**config.mk**
```make
export PLATFORM = sky130hd
export DESIGN_NAME = coalesced_hash_table
export DESIGN_NICKNAME = d
export VERILOG_FILES = /design/src/rtl/core/cht_pkg.sv /design/src/rtl/core/cht_ram.sv /design/src/rtl/core/cht_seq.sv /design/src/rtl/core/coalesced_hash_table.sv
export SDC_FILE = /design/constraint.sdc
export NUM_CORES = 1
export LEC_CHECK = 0
export ABC_CLOCK_PERIOD_IN_PS = 6950
export BUFFER_PORTS_ARGS = -buffer_cell sky130_fd_sc_hd__buf_2
export CORE_UTILIZATION = 35
export CTS_CLUSTER_DIAMETER = 200
export CTS_CLUSTER_SIZE = 16
export DETAILED_ROUTE_END_ITERATION = 16
export PLACE_DENSITY = 0.55
export SLEW_MARGIN = 30
export SYNTH_ARGS = -nofsm -noshare
export SYNTH_HDL_FRONTEND = slang
export SYNTH_SLANG_ARGS = --single-unit
```
**constraint.sdc**
```tcl
create_clock -name clk_i -period 6.95 [get_ports clk_i]
set_input_delay 1.7375 -clock clk_i [delete_from_list [all_inputs] [get_ports clk_i]]
set_output_delay 1.7375 -clock clk_i [all_outputs]
set_load 0.01 [all_outputs]
```
**src/rtl/core/cht_pkg.sv**
```systemverilog
package cht_pkg;

  localparam int SLOT_W    = 4;
  localparam int SLOTS     = 1 << SLOT_W;
  localparam int STEP_W    = SLOT_W + 1;
  localparam int KEY_BITS  = 16;
  localparam int PAYLOAD_W = 32;

  localparam logic [STEP_W-1:0] SLOTS_N   = STEP_W'(SLOTS);
  localparam logic [SLOT_W-1:0] LAST_SLOT = '1;

  typedef enum logic [1:0] {
    KIND_INSERT = 2'd0,
    KIND_LOOKUP = 2'd1,
    KIND_CLEAR  = 2'd2
  } kind_e;

  typedef enum logic [2:0] {
    STAT_INSERTED  = 3'd0,
    STAT_FULL      = 3'd1,
    STAT_FOUND     = 3'd2,
    STAT_NOT_FOUND = 3'd3,
    STAT_CLEARED   = 3'd4
  } status_e;

  typedef enum logic [2:0] {
    ST_IDLE,
    ST_HOME,
    ST_SCAN,
    ST_WALK,
    ST_LOOK
  } state_e;

  typedef struct packed {
    logic [KEY_BITS-1:0]  key;
    logic [PAYLOAD_W-1:0] payload;
  } entry_t;

  typedef struct packed {
    logic              wr_en;
    logic [SLOT_W-1:0] wr_addr;
    entry_t            wr_data;
    logic [SLOT_W-1:0] rd_addr;
  } ram_req_t;

  typedef struct packed {
    status_e              status;
    logic [SLOT_W-1:0]    slot;
    logic [STEP_W-1:0]    steps;
    logic [PAYLOAD_W-1:0] payload;
  } result_t;

endpackage

```
**src/rtl/core/cht_ram.sv**
```systemverilog
module cht_ram #(
  parameter int WIDTH = 8,
  parameter int DEPTH = 16
) (
  input  logic                     clk_i,
  input  logic                     wr_en_i,
  input  logic [$clog2(DEPTH)-1:0] wr_addr_i,
  input  logic [WIDTH-1:0]         wr_data_i,
  input  logic [$clog2(DEPTH)-1:0] rd_addr_i,
  output logic [WIDTH-1:0]         rd_data_o
);

  logic [WIDTH-1:0] mem_q [DEPTH];

  always_ff @(posedge clk_i) begin
    if (wr_en_i) begin
      mem_q[wr_addr_i] <= wr_data_i;
    end
    rd_data_o <= mem_q[rd_addr_i];
  end

endmodule

```
**src/rtl/core/cht_seq.sv**
```systemverilog
module cht_seq (
  input  logic                            clk_i,
  input  logic                            rst_ni,
  input  logic                            in_valid_i,
  output logic                            in_ready_o,
  input  cht_pkg::kind_e                  in_kind_i,
  input  logic [cht_pkg::KEY_BITS-1:0]    in_key_i,
  input  logic [cht_pkg::PAYLOAD_W-1:0]   in_payload_i,
  output logic                            res_valid_o,
  output cht_pkg::result_t                res_o,
  input  logic                            res_ready_i,
  output cht_pkg::ram_req_t               ram_req_o,
  input  cht_pkg::entry_t                 ram_rd_i
);

  localparam int SW = cht_pkg::SLOT_W;
  localparam int NS = cht_pkg::SLOTS;

  cht_pkg::state_e                  state_q, state_d;
  logic [SW-1:0]                    ptr_q, ptr_d;
  logic [SW-1:0]                    dst_q, dst_d;
  logic [cht_pkg::STEP_W-1:0]       n_q, n_d, n_inc;
  logic                             ins_q, ins_d;
  logic [cht_pkg::KEY_BITS-1:0]     key_q, key_d;
  logic [cht_pkg::PAYLOAD_W-1:0]    pay_q, pay_d;
  logic [NS-1:0]                    used_q, used_d;
  logic [NS-1:0]                    lv_q, lv_d;
  logic [SW-1:0]                    link_q [NS];
  logic [SW-1:0]                    link_d [NS];

  logic [SW-1:0] home_in, home_q, free_idx, start_slot;
  logic          free_any, home_ok, key_hit, do_start, no_chain;

  assign home_in = in_key_i[SW-1:0];
  assign home_q  = key_q[SW-1:0];
  assign n_inc   = n_q + 1'b1;

  // shared compare on the probed entry
  assign home_ok = (ram_rd_i.key[SW-1:0] == home_q);
  assign key_hit = (ram_rd_i.key == key_q);

  always_comb begin
    free_any = 1'b0;
    free_idx = '0;
    for (int i = NS - 1; i >= 0; i--) begin
      if (!used_q[i]) begin
        free_any = 1'b1;
        free_idx = SW'(i);
      end
    end
  end

  always_comb begin
    state_d     = state_q;
    ptr_d       = ptr_q;
    dst_d       = dst_q;
    n_d         = n_q;
    ins_d       = ins_q;
    key_d       = key_q;
    pay_d       = pay_q;
    used_d      = used_q;
    lv_d        = lv_q;
    link_d      = link_q;
    in_ready_o  = 1'b0;
    res_valid_o = 1'b0;
    res_o       = '0;
    ram_req_o.wr_en           = 1'b0;
    ram_req_o.wr_addr         = dst_q;
    ram_req_o.wr_data.key     = key_q;
    ram_req_o.wr_data.payload = pay_q;
    ram_req_o.rd_addr         = ptr_q;
    do_start   = 1'b0;
    no_chain   = 1'b0;
    start_slot = ptr_q;

    unique case (state_q)
      cht_pkg::ST_IDLE: begin
        in_ready_o = res_ready_i;
        ram_req_o.rd_addr = home_in;
        if (in_valid_i && res_ready_i) begin
          key_d = in_key_i;
          pay_d = in_payload_i;
          ptr_d = home_in;
          unique case (in_kind_i)
            cht_pkg::KIND_INSERT: begin
              ins_d = 1'b1;
              if (!used_q[home_in]) begin
                ram_req_o.wr_en           = 1'b1;
                ram_req_o.wr_addr         = home_in;
                ram_req_o.wr_data.key     = in_key_i;
                ram_req_o.wr_data.payload = in_payload_i;
                used_d[home_in] = 1'b1;
                lv_d[home_in]   = 1'b0;
                res_valid_o     = 1'b1;
                res_o.status    = cht_pkg::STAT_INSERTED;
                res_o.slot      = home_in;
              end else if (!free_any) begin
                res_valid_o  = 1'b1;
                res_o.status = cht_pkg::STAT_FULL;
              end else begin
                dst_d   = free_idx;
                state_d = cht_pkg::ST_HOME;
              end
            end
            cht_pkg::KIND_LOOKUP: begin
              ins_d   = 1'b0;
              state_d = cht_pkg::ST_HOME;
            end
            cht_pkg::KIND_CLEAR: begin
              used_d       = '0;
              lv_d         = '0;
              res_valid_o  = 1'b1;
              res_o.status = cht_pkg::STAT_CLEARED;
            end
            default: begin
            end
          endcase
        end
      end
      cht_pkg::ST_HOME: begin
        if (used_q[home_q] && home_ok) begin
          do_start   = 1'b1;
          start_slot = home_q;
        end else begin
          ptr_d             = '0;
          ram_req_o.rd_addr = '0;
          state_d           = cht_pkg::ST_SCAN;
        end
      end
      cht_pkg::ST_SCAN: begin
        if (used_q[ptr_q] && home_ok) begin
          do_start   = 1'b1;
          start_slot = ptr_q;
        end else if (ptr_q == cht_pkg::LAST_SLOT) begin
          no_chain = 1'b1;
        end else begin
          ptr_d             = ptr_q + 1'b1;
          ram_req_o.rd_addr = ptr_q + 1'b1;
        end
      end
      cht_pkg::ST_WALK: begin
        if (n_q < cht_pkg::SLOTS_N && lv_q[ptr_q]) begin
          ptr_d = link_q[ptr_q];
          n_d   = n_inc;
        end else begin
          lv_d[ptr_q]   = 1'b1;
          link_d[ptr_q] = dst_q;
          no_chain      = 1'b1;
        end
      end
      cht_pkg::ST_LOOK: begin
        if (used_q[ptr_q] && key_hit) begin
          res_valid_o   = 1'b1;
          res_o.status  = cht_pkg::STAT_FOUND;
          res_o.slot    = ptr_q;
          res_o.steps   = n_inc;
          res_o.payload = ram_rd_i.payload;
          state_d       = cht_pkg::ST_IDLE;
        end else if (!lv_q[ptr_q] || n_inc == cht_pkg::SLOTS_N) begin
          res_valid_o  = 1'b1;
          res_o.status = cht_pkg::STAT_NOT_FOUND;
          res_o.steps  = n_inc;
          state_d      = cht_pkg::ST_IDLE;
        end else begin
          ptr_d             = link_q[ptr_q];
          ram_req_o.rd_addr = link_q[ptr_q];
          n_d               = n_inc;
        end
      end
      default: begin
        state_d = cht_pkg::ST_IDLE;
      end
    endcase

    if (do_start) begin
      ptr_d             = start_slot;
      ram_req_o.rd_addr = start_slot;
      if (ins_q) begin
        n_d     = cht_pkg::STEP_W'(1);
        state_d = cht_pkg::ST_WALK;
      end else begin
        n_d     = '0;
        state_d = cht_pkg::ST_LOOK;
      end
    end

    // end of insert (linked or unlinked), or lookup with no chain
    if (no_chain) begin
      state_d     = cht_pkg::ST_IDLE;
      res_valid_o = 1'b1;
      if (ins_q) begin
        ram_req_o.wr_en = 1'b1;
        used_d[dst_q]   = 1'b1;
        lv_d[dst_q]     = 1'b0;
        res_o.status    = cht_pkg::STAT_INSERTED;
        res_o.slot      = dst_q;
      end else begin
        res_o.status = cht_pkg::STAT_NOT_FOUND;
      end
    end
  end

  always_ff @(posedge clk_i or negedge rst_ni) begin
    if (!rst_ni) begin
      state_q <= cht_pkg::ST_IDLE;
      ptr_q   <= '0;
      dst_q   <= '0;
      n_q     <= '0;
      ins_q   <= 1'b0;
      used_q  <= '0;
      lv_q    <= '0;
    end else begin
      state_q <= state_d;
      ptr_q   <= ptr_d;
      dst_q   <= dst_d;
      n_q     <= n_d;
      ins_q   <= ins_d;
      used_q  <= used_d;
      lv_q    <= lv_d;
    end
  end

  always_ff @(posedge clk_i) begin
    key_q  <= key_d;
    pay_q  <= pay_d;
    link_q <= link_d;
  end

`ifndef SYNTHESIS
  a_walk_dst_free: assert property (@(posedge clk_i) disable iff (!rst_ni)
    state_q == cht_pkg::ST_WALK |-> !used_q[dst_q])
    else $error("insert target taken during chain walk");

  a_look_used: assert property (@(posedge clk_i) disable iff (!rst_ni)
    state_q == cht_pkg::ST_LOOK |-> used_q[ptr_q])
    else $error("lookup visits an empty slot");

  a_look_bound: assert property (@(posedge clk_i) disable iff (!rst_ni)
    state_q == cht_pkg::ST_LOOK |-> n_q < cht_pkg::SLOTS_N)
    else $error("lookup step count out of range");

  a_clear_empties: assert property (@(posedge clk_i) disable iff (!rst_ni)
    (state_q == cht_pkg::ST_IDLE && in_valid_i && res_ready_i &&
     in_kind_i == cht_pkg::KIND_CLEAR) |=> (used_q == '0 && lv_q == '0))
    else $error("clear left slots in use");
`endif

endmodule

```
**src/rtl/core/coalesced_hash_table.sv**
```systemverilog
// Coalesced-chaining hash table, 16 slots, 16-bit keys, 32-bit payloads; home slot is the
// low 4 key bits. Clear, an insert whose home slot is free and an insert into a full table
// finish in the transfer cycle. Any other insert or lookup takes the transfer cycle, then
// probes the home slot, then scans up to 16 slots for the chain start when the home slot
// does not start the chain, then walks the chain entry by entry (up to 16 entries). The
// key/payload RAM has one read port and is probed one slot per cycle. The result is
// registered and appears on the output in the cycle after it is formed. The input is not
// ready while an item is in progress, and a new item is taken while the output register
// is empty or being drained. The table resets empty; kind 3 transfers produce no result.
module coalesced_hash_table (
  input  logic        clk_i,
  input  logic        rst_ni,
  input  logic        s_axis_tvalid,
  output logic        s_axis_tready,
  input  logic [47:0] s_axis_tdata,  // key[15:0], payload[47:16]
  input  logic [1:0]  s_axis_tuser,  // kind[1:0]
  output logic        m_axis_tvalid,
  input  logic        m_axis_tready,
  output logic [47:0] m_axis_tdata,  // slot[3:0], steps[8:4], found_payload[40:9], zero
  output logic [2:0]  m_axis_tuser   // status[2:0]
);

  cht_pkg::ram_req_t ram_req;
  cht_pkg::entry_t   ram_rd;
  cht_pkg::result_t  res, res_q;
  logic              res_valid, res_ready;
  logic              out_valid_q, out_valid_d;

  assign res_ready = !out_valid_q || m_axis_tready;

  cht_seq u_seq (
    .clk_i        (clk_i),
    .rst_ni       (rst_ni),
    .in_valid_i   (s_axis_tvalid),
    .in_ready_o   (s_axis_tready),
    .in_kind_i    (cht_pkg::kind_e'(s_axis_tuser)),
    .in_key_i     (s_axis_tdata[15:0]),
    .in_payload_i (s_axis_tdata[47:16]),
    .res_valid_o  (res_valid),
    .res_o        (res),
    .res_ready_i  (res_ready),
    .ram_req_o    (ram_req),
    .ram_rd_i     (ram_rd)
  );

  cht_ram #(
    .WIDTH ($bits(cht_pkg::entry_t)),
    .DEPTH (cht_pkg::SLOTS)
  ) u_ram (
    .clk_i     (clk_i),
    .wr_en_i   (ram_req.wr_en),
    .wr_addr_i (ram_req.wr_addr),
    .wr_data_i (ram_req.wr_data),
    .rd_addr_i (ram_req.rd_addr),
    .rd_data_o (ram_rd)
  );

  always_comb begin
    out_valid_d = out_valid_q;
    if (res_valid) begin
      out_valid_d = 1'b1;
    end else if (m_axis_tready) begin
      out_valid_d = 1'b0;
    end
  end

  always_ff @(posedge clk_i or negedge rst_ni) begin
    if (!rst_ni) begin
      out_valid_q <= 1'b0;
    end else begin
      out_valid_q <= out_valid_d;
    end
  end

  always_ff @(posedge clk_i) begin
    if (res_valid) begin
      res_q <= res;
    end
  end

  assign m_axis_tvalid = out_valid_q;
  assign m_axis_tuser  = res_q.status;
  assign m_axis_tdata  = {7'b0, res_q.payload, res_q.steps, res_q.slot};

endmodule

```
==> results.md <==
* Cts hold-fix bufs at 0
* Prevailing post-synth register cell: edfxtp_1
* Worst r2r dst: u_ram.rd_data_o[17]
* Post-DR wirelength/cell at about 25 um
* CTS Buffer Depth at 3
* Final wirelength at approximately 100,000 um
* DRT iter0 DRCs at 1,905
* Worst slew pin tran at about 1.0 ns
* # port buffers at 99
* Fmax at approximately 0.19 GHz
* Min Tclk post-route at approximately 5.2 ns
* Synth top area cells: edfxtp_1 (67%), mux2_2 (6.6%), dfrtp_1 (3.0%), mux2_1 (2.6%), o22ai_1 (2.4%)
* Starting Density at roughly 35%
* R2r setup slk at approximately 1.8 ns
* Setup bufs post-CTS at 0
* Synth unique cells at 70
* Seq cells post-synth at just over 1k
* Clock transition at the registers of the reported paths at 0.08 ns
* Worst min path class: flop to flop
* Ys async rst share at 4.89%
* Syn Area/Cell at between 15 and 20 sq um
* Mapped Cells at 2,447
* DRT antenna net count at 0
* WP data required at around 7.5 ns
* Leading area contributor after synthesis: edfxtp_1
* Top cell type's share of synthesized area at approximately 67%
* Setup Skew at roughly 0.05 ns
* Reg area at approximately 30,000 sq um
* Setup TNS at 0 ns
* WS Path Type: flop to flop
* Final Cell Area at 45,800 sq um
* CP arrival at approximately 5.7 ns
* Post-Syn Area at ~40,000 sq um
* Count leader, synth: edfxtp_1
* Max transition margin at a little under a third
* H-tree depth at 3
* Seq/Total Area, Yosys at between 70% and 80%
* Pre-antenna DRT Iters at 5
* Finished Layout Cells at about 4k
* M1 WL at around 46,000 um
* Endpoints failing setup at 0
* First-pass GRT wire length at about 150,000 um
* Sinks on the clock net at ~1k
* FF-to-FF Start: u_seq.key_q[0]
* Worst vdd ir at approximately 0.34 mV
* Final hold violations at 0
* Vias post-DR at about 22k
* Number of core rows at around 130
* CP Capture Type: flop
* Vias/cell at around 5.4
* Final hold slack at between 0.5 and 0.6 ns
* Crit path max fanout at 17
* Met2 WL post-DR at roughly 51,000 um
* Top-Level Pins at 107
* GRT overflow at 0
* Clock root buffer: clkbuf_16
* Final worst setup slack at 1.80 ns
* Syn-to-layout area delta at 11.1%
* Worst-Skew Late Latency at around 0.67 ns
* Die Wd at about 350 um
* Min-Delay Path Depth at 1
* Dpl hpwl at 59,100 um
* List of most frequent post-synthesis cells: edfxtp_1 (924), mux2_2 (241), o22ai_1 (155)
* Largest net degree at the start of global routing at 105
* R2R cell count at 11
* Max cap viols at 0
* Core area at roughly 120,000 sq um
* TritonCTS clock tree: done
* RSZ-0062 raised after global routing: no
* Routed wl met3 at approximately 4500 um
* Inserted Clock Buffers at 74
* Syn. warnings at 0
* Final period utilization at 74.1%
* All-Layer GR Usage at about 17%
* Pins Over Slew Limit at 0
* Top sig layer: met5
* Initial antenna violation count at 6
* Vias in the first global route at about 23k
* EDFF count, synth at 924
* Critical path launch point type: flop
* Status: complete, no violations
* Leakage at between 10 and 15 nW
* Post_cts resized at 0
* Placed Cells at ~4k
* Fraction of layout cells with a size suffix above 1 at a little under a quarter
* Hold_sp: u_ram.rd_data_o[27]
* Die Y at between 300 and 400 um
* Worst slack, placed at 1.09 ns
* Die area at ~120,000 sq um
* Hold endpoint: m_axis_tdata[36]
* Area of the multi-input gates at between 10,000 and 15,000 sq um
* Placement Cell Area at about 44,000 sq um
* Residual DRC at 0
* RePlAce Congestion at about 0.86
* Pwr Density at between 400 and 500 nW/um^2
* Filler cells at around 11k
* Final nets at around 2.6k
==> flip-flops by register name (all words and copies together) (netlist names) <==
register,cells
u_seq.n_q,5
u_seq.ins_q,1
u_ram.mem_q,768
u_seq.dst_q,4
u_seq.used_q,16
u_seq.key_q,16
m_axis_tvalid,1
m_axis_tdata,41
u_seq.lv_q,16
u_seq.pay_q,32
u_seq.state_q,3
u_ram.rd_data_o,48
u_seq.ptr_q,4
m_axis_tuser,3
u_seq.link_q,64
==> worst max-delay path by stage <==
stage / start / to / slack (ns) / cells past startpoint
after global routing: u_seq.key_q[0] / u_ram.rd_data_o[41] / 1.51 / 11
final: u_seq.key_q[0] / u_ram.rd_data_o[17] / 1.80 / 11
after floorplan: s_axis_tdata[0] / u_ram.mem_q[12][0] / 0.51 / 8
after global placement: s_axis_tdata[0] / u_ram.mem_q[10][20] / 1.14 / 9
after CTS: u_seq.ptr_q[3] / u_ram.mem_q[9][17] / 1.64 / 11
after detailed placement: s_axis_tdata[0] / u_ram.mem_q[10][6] / 1.09 / 9
==> power breakdown <==
| group | leakage, nW | switching, W | internal (W) | total [W] |
|---|---|---|---|---|
| logic | 4.50 | 0.00388 | 0.00265 | 0.00654 |
| clock network | 1.06 | 0.00213 | 0.00209 | 0.00422 |
| registers | 9.37 | 0.000396 | 0.00750 | 0.00789 |
| total | 14.9 | 0.00641 | 0.0122 | 0.0186 |
==> cell families (layout without fill, tap and decap cells) <==
family | after synthesis | in the layout | synth area share [%]
DFF | 1022 | 1022 | 72.7
muxes | 431 | 431 | 12.3
and+or+nand+nor | 403 | 403 | 5.62
AOI/OAI and AO/OA | 395 | 395 | 6.64
buffers and inverters | 172 | 316 | 2.24
xor gates and xnor gates | 18 | 18 | 0.383
adders and majority gates | 5 | 5 | 0.152
other | 1 | 8 | 0.00910
==> metrics by stage <==
stage / utilization, % / power, W
2_1_floorplan: - / 0.0127
3_3_place_gp: 37.3 / 0.0145
3_5_place_dp: 37.4 / 0.0146
4_1_cts: 39.3 / 0.0189
5_1_grt: 39.3 / 0.0195
6_report: 39.3 / 0.0186
==> cell usage in the layout, fill, tap and decap left out, drive strengths merged, types with 11 or more instances in the layout <==
master	n
o21a	16
a32o	48
dfrtp	50
mux2	337
xor2	17
nor4	56
edfxtp	924
o22ai	155
nor2b	12
nand4	11
clkbuf	130
nand2	139
inv	27
o21ai	37
nor3	15
a21oi	62
buf	156
dfxtp	48
and2	12
mux2i	69
and3	34
nor2	60
mux4	25
o22a	12
nand3	22
nand2b	12
==> per-layer routing <==
metal | vias up | GRT usage [%]
li1 | 9848 | -
met1 | 11500 | 23.3
met2 | 551 | 28.9
met3 | 145 | 2.56
met4 | 6 | 4.36
met5 | - | 0
==> worst max-delay path, stage by stage (launching register included) <==
cell,delay (ns)
edfxtp_1,0.61
xor2_1,0.25
nor4_4,0.49
nand4_1,0.40
a21o_1,0.39
a21oi_2,0.52
o31a_1,0.24
o31a_1,0.44
nand3b_1,0.76
buf_4,0.52
o22ai_1,0.27
nor4_2,0.07
==> cell type report <==
type | count | area share (%)
flip-flops and latches | 1022 | 65.4
clock inverters | 7 | 0.281
multi-input cells | 1259 | 23.0
diodes | 1 | 0.00547
clock buffers | 130 | 4.60
well taps | 1524 | 4.16
repair buffers | 156 | 2.31
inverters | 23 | 0.191
(Power assumes the default switching activity.)
